### config.mk
export PLATFORM = sky130hd
export DESIGN_NAME = cbq_cell
export DESIGN_NICKNAME = d
export VERILOG_FILES = /design/src/sv/cbq_pkg.sv /design/src/sv/cbq_cell.sv
export SDC_FILE = /design/constraint.sdc
export NUM_CORES = 2
export LEC_CHECK = 0
export ABC_AREA = 1
export BUFFER_PORTS_ARGS = -buffer_cell sky130_fd_sc_hd__clkbuf_2
export CELL_PAD_IN_SITES_DETAIL_PLACEMENT = 0
export CELL_PAD_IN_SITES_GLOBAL_PLACEMENT = 1
export CORE_ASPECT_RATIO = 1.2
export CORE_MARGIN = 4
export CORE_UTILIZATION = 35
export CTS_CLUSTER_SIZE = 30
export DETAILED_ROUTE_END_ITERATION = 12
export PLACE_DENSITY = 0.69
export SYNTH_ARGS = -nofsm -noshare
export SYNTH_HDL_FRONTEND = slang
export SYNTH_SLANG_ARGS = --single-unit
export TNS_END_PERCENT = 20
### constraint.sdc
create_clock -name clk -period 12.8 [get_ports clk]
set_clock_uncertainty 0.1 [all_clocks]
set_input_delay 1.28 -clock clk [delete_from_list [all_inputs] [get_ports clk]]
set_output_delay 1.28 -clock clk [all_outputs]
set_load 0.02 [all_outputs]
### src/sv/cbq_pkg.sv
// ----------------------------------------------------------------------------
// cbq_pkg: shared definitions for the cascaded biquad filter
// Widths, fixed-point constants, command codes and the cell link types.
// ----------------------------------------------------------------------------
package cbq_pkg;

  localparam int MAX_STAGES  = 16;
  localparam int SAMPLE_BITS = 24;

  localparam int HIST_BITS  = 32;
  localparam int COEF_BITS  = 32;
  localparam int COEF_SLOTS = 5;
  localparam int SLOT_BITS  = 3;
  localparam int CIDX_BITS  = 7;
  localparam int FUNC_BITS  = 2;
  localparam int SC_BITS    = 5;
  localparam int GAIN_BITS  = 31;
  localparam int CFG_BITS   = 31;
  localparam int CFG_IDX_BITS = 1;

  // Q3.28 coefficients: the five products sum into 67 bits with room to spare
  localparam int FRAC_BITS = 28;
  localparam int PROD_BITS = 2 * HIST_BITS;
  localparam int ACC_BITS  = PROD_BITS + 3;
  localparam int YW_BITS   = ACC_BITS - FRAC_BITS;

  // Q1.30 output gain
  localparam int GAIN_FRAC = 30;
  localparam int GW_BITS   = PROD_BITS - GAIN_FRAC;

  localparam logic signed [ACC_BITS-1:0] STAGE_ROUND =
    ACC_BITS'(1) << (FRAC_BITS - 1);
  localparam logic signed [PROD_BITS-1:0] GAIN_ROUND =
    PROD_BITS'(1) << (GAIN_FRAC - 1);
  localparam logic [GAIN_BITS-1:0] GAIN_RESET = GAIN_BITS'(1) << GAIN_FRAC;

  localparam logic [FUNC_BITS-1:0] FUNC_FILTER = 2'd0;
  localparam logic [FUNC_BITS-1:0] FUNC_COEF   = 2'd1;
  localparam logic [FUNC_BITS-1:0] FUNC_CLEAR  = 2'd2;

  localparam logic [CFG_IDX_BITS-1:0] REG_STAGE_COUNT = 1'd0;
  localparam logic [CFG_IDX_BITS-1:0] REG_OUTPUT_GAIN = 1'd1;

  localparam logic [SLOT_BITS-1:0] SLOT_B0 = 3'd0;
  localparam logic [SLOT_BITS-1:0] SLOT_B1 = 3'd1;
  localparam logic [SLOT_BITS-1:0] SLOT_B2 = 3'd2;
  localparam logic [SLOT_BITS-1:0] SLOT_A1 = 3'd3;
  localparam logic [SLOT_BITS-1:0] SLOT_A2 = 3'd4;
  localparam logic [SLOT_BITS-1:0] SLOT_LAST = 3'd5;

  // Value handed from one section to the next
  typedef struct packed {
    logic                        valid;
    logic signed [HIST_BITS-1:0] value;
    logic                        clip;
  } link_t;

  // Per-section control from the top level
  typedef struct packed {
    logic                        clear;
    logic                        coef_we;
    logic [SLOT_BITS-1:0]        slot;
    logic signed [COEF_BITS-1:0] coef_value;
    logic                        enable;
  } ctrl_t;

endpackage

### src/sv/cbq_cell.sv
// ----------------------------------------------------------------------------
// cbq_cell: one direct-form-1 second-order section
// Holds its own five coefficients and history; runs five products through
// one multiplier, then rounds, saturates and hands the value on.
// ----------------------------------------------------------------------------
module cbq_cell (
  input  logic           clk,
  input  logic           rst,
  input  cbq_pkg::ctrl_t ctrl,
  input  cbq_pkg::link_t prev,
  output cbq_pkg::link_t next
);

  logic signed [cbq_pkg::COEF_BITS-1:0] coef [cbq_pkg::COEF_SLOTS];
  logic signed [cbq_pkg::HIST_BITS-1:0] x0, x1, x2, y1, y2;
  logic                                 busy;
  logic [cbq_pkg::SLOT_BITS-1:0]        phase;
  logic signed [cbq_pkg::PROD_BITS-1:0] prod;
  logic                                 prod_neg;
  logic signed [cbq_pkg::ACC_BITS-1:0]  acc;
  logic                                 clip_l;
  logic                                 out_valid;
  logic signed [cbq_pkg::HIST_BITS-1:0] out_value;
  logic                                 out_clip;

  logic signed [cbq_pkg::COEF_BITS-1:0] coef_sel;
  logic signed [cbq_pkg::HIST_BITS-1:0] operand;
  logic signed [cbq_pkg::ACC_BITS-1:0]  term;
  logic signed [cbq_pkg::ACC_BITS-1:0]  acc_sum;
  logic signed [cbq_pkg::YW_BITS-1:0]   y_wide;
  logic signed [cbq_pkg::HIST_BITS-1:0] y_sat;
  logic                                 y_clip;

  always_comb begin
    case (phase)
      cbq_pkg::SLOT_B0: begin
        coef_sel = coef[0];
        operand  = x0;
      end
      cbq_pkg::SLOT_B1: begin
        coef_sel = coef[1];
        operand  = x1;
      end
      cbq_pkg::SLOT_B2: begin
        coef_sel = coef[2];
        operand  = x2;
      end
      cbq_pkg::SLOT_A1: begin
        coef_sel = coef[3];
        operand  = y1;
      end
      default: begin
        coef_sel = coef[4];
        operand  = y2;
      end
    endcase
  end

  // feedback terms enter with a minus sign
  assign term    = prod_neg ? -cbq_pkg::ACC_BITS'(prod) : cbq_pkg::ACC_BITS'(prod);
  assign acc_sum = acc + term;
  assign y_wide  = acc_sum[cbq_pkg::ACC_BITS-1:cbq_pkg::FRAC_BITS];

  always_comb begin
    y_clip = !((&y_wide[cbq_pkg::YW_BITS-1:cbq_pkg::HIST_BITS-1]) ||
               (~|y_wide[cbq_pkg::YW_BITS-1:cbq_pkg::HIST_BITS-1]));
    if (y_clip) begin
      y_sat = y_wide[cbq_pkg::YW_BITS-1] ?
              {1'b1, {(cbq_pkg::HIST_BITS-1){1'b0}}} :
              {1'b0, {(cbq_pkg::HIST_BITS-1){1'b1}}};
    end else begin
      y_sat = y_wide[cbq_pkg::HIST_BITS-1:0];
    end
  end

  always_ff @(posedge clk) begin
    if (rst) begin
      busy      <= 1'b0;
      phase     <= cbq_pkg::SLOT_B0;
      out_valid <= 1'b0;
      x1        <= '0;
      x2        <= '0;
      y1        <= '0;
      y2        <= '0;
    end else begin
      out_valid <= (prev.valid && !busy && !ctrl.enable) ||
                   (busy && (phase == cbq_pkg::SLOT_LAST));
      if (ctrl.clear) begin
        x1 <= '0;
        x2 <= '0;
        y1 <= '0;
        y2 <= '0;
      end
      if (prev.valid && !busy) begin
        if (ctrl.enable) begin
          busy  <= 1'b1;
          phase <= cbq_pkg::SLOT_B0;
        end
      end
      if (busy) begin
        phase <= phase + 1'b1;
        if (phase == cbq_pkg::SLOT_LAST) begin
          busy      <= 1'b0;
          x2        <= x1;
          x1        <= x0;
          y2        <= y1;
          y1        <= y_sat;
        end
      end
    end
  end

  always_ff @(posedge clk) begin
    if (ctrl.coef_we) begin
      coef[ctrl.slot] <= ctrl.coef_value;
    end
    if (prev.valid && !busy) begin
      x0        <= prev.value;
      clip_l    <= prev.clip;
      acc       <= cbq_pkg::STAGE_ROUND;
      // disabled section: pass the beat straight on
      out_value <= prev.value;
      out_clip  <= prev.clip;
    end
    if (busy) begin
      if (phase != cbq_pkg::SLOT_LAST) begin
        prod     <= cbq_pkg::PROD_BITS'(coef_sel) * cbq_pkg::PROD_BITS'(operand);
        prod_neg <= (phase == cbq_pkg::SLOT_A1) || (phase == cbq_pkg::SLOT_A2);
      end
      if (phase != cbq_pkg::SLOT_B0) begin
        acc <= acc_sum;
      end
      if (phase == cbq_pkg::SLOT_LAST) begin
        out_value <= y_sat;
        out_clip  <= clip_l | y_clip;
      end
    end
  end

  assign next = '{valid: out_valid, value: out_value, clip: out_clip};

endmodule

**After elaboration in Yosys (flattened, before gate mapping)**

Memory sizes are Yosys's and may differ from the RTL's.
Cells that the tools add are included.
Widths: inputs -> output; s select.

- Bits in registers: 331
- Bits in writable memories: 160
- Input port bits: 74
- Logic and storage cells: 79
- Memories kept: 1

Memories:

| name | words | bits a word | rd ports | clocked after Yosys merged registers in | wr ports | RTL line | text |
|---|---|---|---|---|---|---|---|
| coef | 5 | 32 | 5 | 0 | 1 | cbq_cell.sv:14 | `logic signed [cbq_pkg::COEF_BITS-1:0] coef [cbq_pkg::COEF_SLOTS];` |

- Add/subtract/negate cells: 3
- Multipliers: 1
- Equality and inequality tests: 6
- Multiplexer cells: 35
- Bitwise gates (word level): 1
- Reduce and logical (&&, ||, !) cells: 18

Operator list:

| cell | count |
|---|---|
| $mux 32 | 17 |
| $mux 67 | 4 |
| $pmux 32 s4 | 2 |
| $add 67x67->67 | 1 |
| $neg 64->67 | 1 |
| $mul 32x32->64 | 1 |
| $mux 1 | 9 |
| $mux 3 | 3 |
| $reduce_and 8->1 | 1 |
| $reduce_or 8->1 | 1 |
| $eq 3x2->1 const B | 2 |
| $eq 3x3->1 const B | 2 |
| $logic_not 1->1 | 4 |
| $reduce_and 2->1 | 2 |
| $reduce_bool 2->1 | 2 |
| $add 3x1->3 const B | 1 |
| $eq 3x1->1 const B | 1 |
| $logic_and 1x1->1 | 3 |
| $logic_not 3->1 | 1 |
| $logic_or 1x1->1 | 3 |
| $ne 3x3->1 const B | 1 |
| $reduce_bool 3->1 | 1 |
| $or 1x1->1 | 1 |

**Depth between registers and ports, before layout**

- Depth in word-level cells: 10
- Mapped depth: 40

**Worst setup path before layout**

OpenSTA, ideal clock, no wires.

- Path kind: reg-to-reg
- Start point: register phase[0] in the netlist's numbering
- End point: register prod[58] in the netlist's numbering, data pin
- Setup time: 0.276 ns
- Data arrival time: 8.435 ns
- Slack: 3.989 ns
- Cell stages (with the launch flop): 29
- Path buffers: 2
- Clock period less this slack: 8.811 ns
- Path through: dfxtp_1 -> ha_1 -> ha_1 -> nor4_4 -> inv_2 -> buf_2 -> o21ai_2 -> clkbuf_1 -> nor2_1 -> fa_1 -> fa_1 -> fa_1 -> fa_1 -> inv_1 -> fa_1 -> inv_1 -> fa_1 -> inv_1 -> fa_1 -> fa_1 -> inv_1 -> ha_1 -> nand2_1 -> inv_1 -> a21oi_1 -> nor3_1 -> a311oi_1 -> o311ai_0 -> xor2_1

- Cells in the longest elaborated chain, start to end: 3

RTL lines:

| element | RTL line | text |
|---|---|---|
| start, declared | cbq_cell.sv:17 | `logic [cbq_pkg::SLOT_BITS-1:0] phase;` |
| start signal, assigned | cbq_cell.sv:79 | `phase <= cbq_pkg::SLOT_B0;` |
| start signal, assigned | cbq_cell.sv:97 | `phase <= cbq_pkg::SLOT_B0;` |
| start signal, assigned | cbq_cell.sv:101 | `phase <= phase + 1'b1;` |
| $eq 3x2->1, or another cell as far along | cbq_cell.sv:35 | `case (phase)` |
| $pmux 32 s4 | cbq_cell.sv:35 |  |
| $mul 32x32->64 (*) | cbq_cell.sv:127 | `prod <= cbq_pkg::PROD_BITS'(coef_sel) * cbq_pkg::PROD_BITS'(operand);` |
| end signal, assigned | cbq_cell.sv:127 |  |
| end, declared | cbq_cell.sv:18 | `logic signed [cbq_pkg::PROD_BITS-1:0] prod;` |

Mark *: on every way between the ends. The rest lies on a longest branch, timed or not.
A chain may end at the register's enable or synchronous reset.

**Worst setup path after layout**

- Start point: register phase[0] in the netlist's numbering
- End point: register prod[52] in the netlist's numbering, data pin

Same word-level chain as after synthesis.

==> results_dict.tcl <==
set metrics [dict create \
    status "finished, final reports clean" \
    yosysSeqAreaShare_pct 20.3 \
    first_pass_iters 6 \
    grt_pass1_wl_mm 334 \
    finalSetupTns_ns 0 \
    gr-usage-all-layers_pct 24.4 \
    grt_max_degree 125 \
    max_cap_violations 0 \
    globalRouteOverflowTotal 0 \
    die-area_sq_mm 0.181 \
    io_pins 108 \
    worst_slew_pin_slew_ns 1.24 \
    synth.distinct_cells 54 \
    placed_area_sq_mm 0.0644 \
    hold_viol 0 \
    final_common_cell "inv_1" \
    worstRegToRegCells 36 \
    post-dp-hpwl_mm 176 \
    setup_slack_ns 1.31 \
    post-cts-setup-buffers 0 \
    drt_iter0_drc 3810 \
    portBuffers 107 \
    drtAntennaViolNets 0 \
    yosys_warnings 0 \
    pre_cts_slack_ns 1.25 \
    syn_avg_cell_area_sq_um 8.32 \
    synthArstFlopShare_pct 0 \
    cts.sinks 491 \
    rsz0062_at_grt "false" \
    critPathMaxFanout 45 \
    startpoint_type "flip-flop" \
    period_share_pct 89.8 \
    wl_mm 220 \
    crit_path_end "prod[52]" \
    numCtsBuffers 57 \
    critPathMaxStageDelay_ns 1.00 \
    gp_congestion 0.949 \
    htree_levels 2 \
    clockRootBuffer "clkbuf_16" \
    cp.arrival_ns 11.82 \
    start_util_pct 35.3 \
    post_cts_resized 0 \
    ys_ff_latch 491 \
    rrSetupSlack_ns 1.31 \
    wl_per_cell_um 22.8 \
    min_path_type "reg -> reg" \
    post_drt_via_cell_ratio 5.11 \
    grt_pass1_vias 52446 \
    clk_pin_slew_worst_paths_ns 0.06 \
    r2r-start "phase[0]" \
    synth_fp_nets 8761 \
    period_needed_ns 11.49 \
    route.detailed.drc 0 \
    critPathKind "reg -> reg" \
    synth_cells 7348 \
    synth_area_sq_mm 0.0611 \
    whs_ns 0.366 \
    cp-end-kind "flip-flop" \
    max_freq_mhz 87.0 \
    die_w_um 390 \
    cts_max_path_buffers 3 \
    reg2reg_to "prod[52]" \
    final_cell_mix "1501 x inv_1, 1340 x nand2_1, 1083 x fa_1, 1061 x nor2_1, 397 x o21ai_0" \
    slew_violations 0 \
    via_count 49477 \
    placementRows 167 \
    startpoint "phase[0]" \
    antenna_found_initial 3 \
    insertion_delay_ns 0.67 \
    design_area_sq_mm 0.0664 \
    setup_viol 0 \
    slowest_stage "o21ai_0" \
    cts_tree "yes" \
    layout-drive-gt1-share_pct 5.79 \
    cts_hold_buf 0 \
    synth_flop_cell "edfxtp_1" \
    layout.nets 8760 \
    area_delta_synth_final_pct 8.59 \
    synth-edff-count 258 \
    die_h_um 466 \
    core_sq_mm 0.173 \
    worst_path_most_repeated_cell "fa_1" \
    relSlewSlack_pct 16.1 \
    worstPathRequired_ns 13.12 \
]
[through the flow]
| step | utilization, % | std cells |
|---|---|---|
| 2_1_floorplan | - | 7348 |
| 3_3_place_gp | 37.2 | 9569 |
| 3_5_place_dp | 37.2 | 9569 |
| 4_1_cts | 38.3 | 9677 |
| 5_1_grt | 38.3 | 9677 |
| 6_report | 38.3 | 9678 |
[worst min path at each step]
stage                        from      end  depth (start not counted)
after global routing      acc[15]  acc[15]                          2
after detailed placement  acc[11]  acc[11]                          2
final                     acc[15]  acc[15]                          2
after floorplan           acc[15]  acc[15]                          2
after CTS                 acc[11]  acc[11]                          2
after global placement    acc[23]  acc[23]                          2
[cells in the mapped netlist, types with 2 or more instances]
| cell type | n | area share [%] |
|---|---|---|
| a211oi_1 | 4 | 0.049 |
| a21boi_0 | 4 | 0.049 |
| a21o_1 | 8 | 0.098 |
| a21oi_1 | 279 | 2.3 |
| a22o_1 | 16 | 0.23 |
| a31o_2 | 3 | 0.043 |
| a31oi_1 | 32 | 0.33 |
| a32o_1 | 5 | 0.082 |
| and3_1 | 5 | 0.051 |
| buf_1 | 2 | 0.012 |
| buf_2 | 81 | 0.66 |
| buf_4 | 4 | 0.049 |
| clkbuf_1 | 187 | 1.1 |
| clkinv_1 | 2 | 0.012 |
| dfxtp_1 | 233 | 7.6 |
| edfxtp_1 | 258 | 13 |
| fa_1 | 1083 | 35 |
| ha_1 | 256 | 5.2 |
| inv_1 | 1501 | 9.2 |
| inv_2 | 27 | 0.17 |
| nand2_1 | 1341 | 8.2 |
| nand3_1 | 104 | 0.85 |
| nand3_2 | 2 | 0.033 |
| nand3b_1 | 12 | 0.15 |
| nand4_1 | 49 | 0.50 |
| nor2_1 | 1067 | 6.6 |
| nor2_2 | 4 | 0.041 |
| nor3_1 | 35 | 0.29 |
| nor3_2 | 2 | 0.033 |
| nor4_1 | 15 | 0.15 |
| o2111ai_1 | 19 | 0.27 |
| o211ai_1 | 3 | 0.037 |
| o21a_1 | 4 | 0.049 |
| o21ai_0 | 398 | 3.3 |
| o21ai_1 | 15 | 0.12 |
| o21ai_2 | 45 | 0.64 |
| o21bai_1 | 16 | 0.20 |
| o221ai_1 | 3 | 0.043 |
| o22ai_1 | 22 | 0.23 |
| o311ai_0 | 3 | 0.043 |
| o31ai_1 | 7 | 0.086 |
| or2_2 | 12 | 0.12 |
| xnor2_1 | 67 | 0.96 |
| xor2_1 | 103 | 1.5 |
[registers in the layout (all words and copies together) (netlist names)]
signal     flops
acc           67
y2            32
x1            32
x2            32
out_valid      1
clip_l         1
prod_neg       1
y1            32
coef         160
x0            32
prod          64
phase          3
out_clip       1
out_value     32
busy           1
[cell type report]
| class | count | area (sq um) |
|---|---|---|
| antenna | 1 | 2.50 |
| clock buffer | 77 | 1630 |
| clock inverter | 31 | 373 |
| fill | 17827 | 107000 |
| inverter | 1530 | 5750 |
| multi-input combinational | 5053 | 42000 |
| sequential | 491 | 12400 |
| tap | 2281 | 2850 |
| timing repair buffer | 214 | 1360 |
[critical path: cells and delay by family, from the launching register on]
kind                     cells  cell delay, ns
AO/OA/AOI/OAI                5            2.09
AND/OR/NAND/NOR              9            1.39
buffers and inverters       11            2.62
XOR/XNOR                     1            0.06
flip-flops                   1            0.39
adder cells (fa/ha/maj)     10            4.54
[kinds of logic after synthesis]
logic type / synth area share, %
simple gates: 17.1
compound gates: 8.23
xor+xnor: 2.44
fa+ha+maj: 40.7
buf+inv: 11.3
flops: 20.3
[per-layer routing]
metal  GRT usage (%)  vias up  share of wire [%]
met5               0        -              0.010
met2            42.6     1648                 49
met4            10.5        4                5.1
met3            2.64      418                5.5
li1                -    22260                  -
met1            30.5    25147                 40
Power is not shown: default switching activity piles up to over one toggle a cycle in this logic, so the estimate is an artifact.
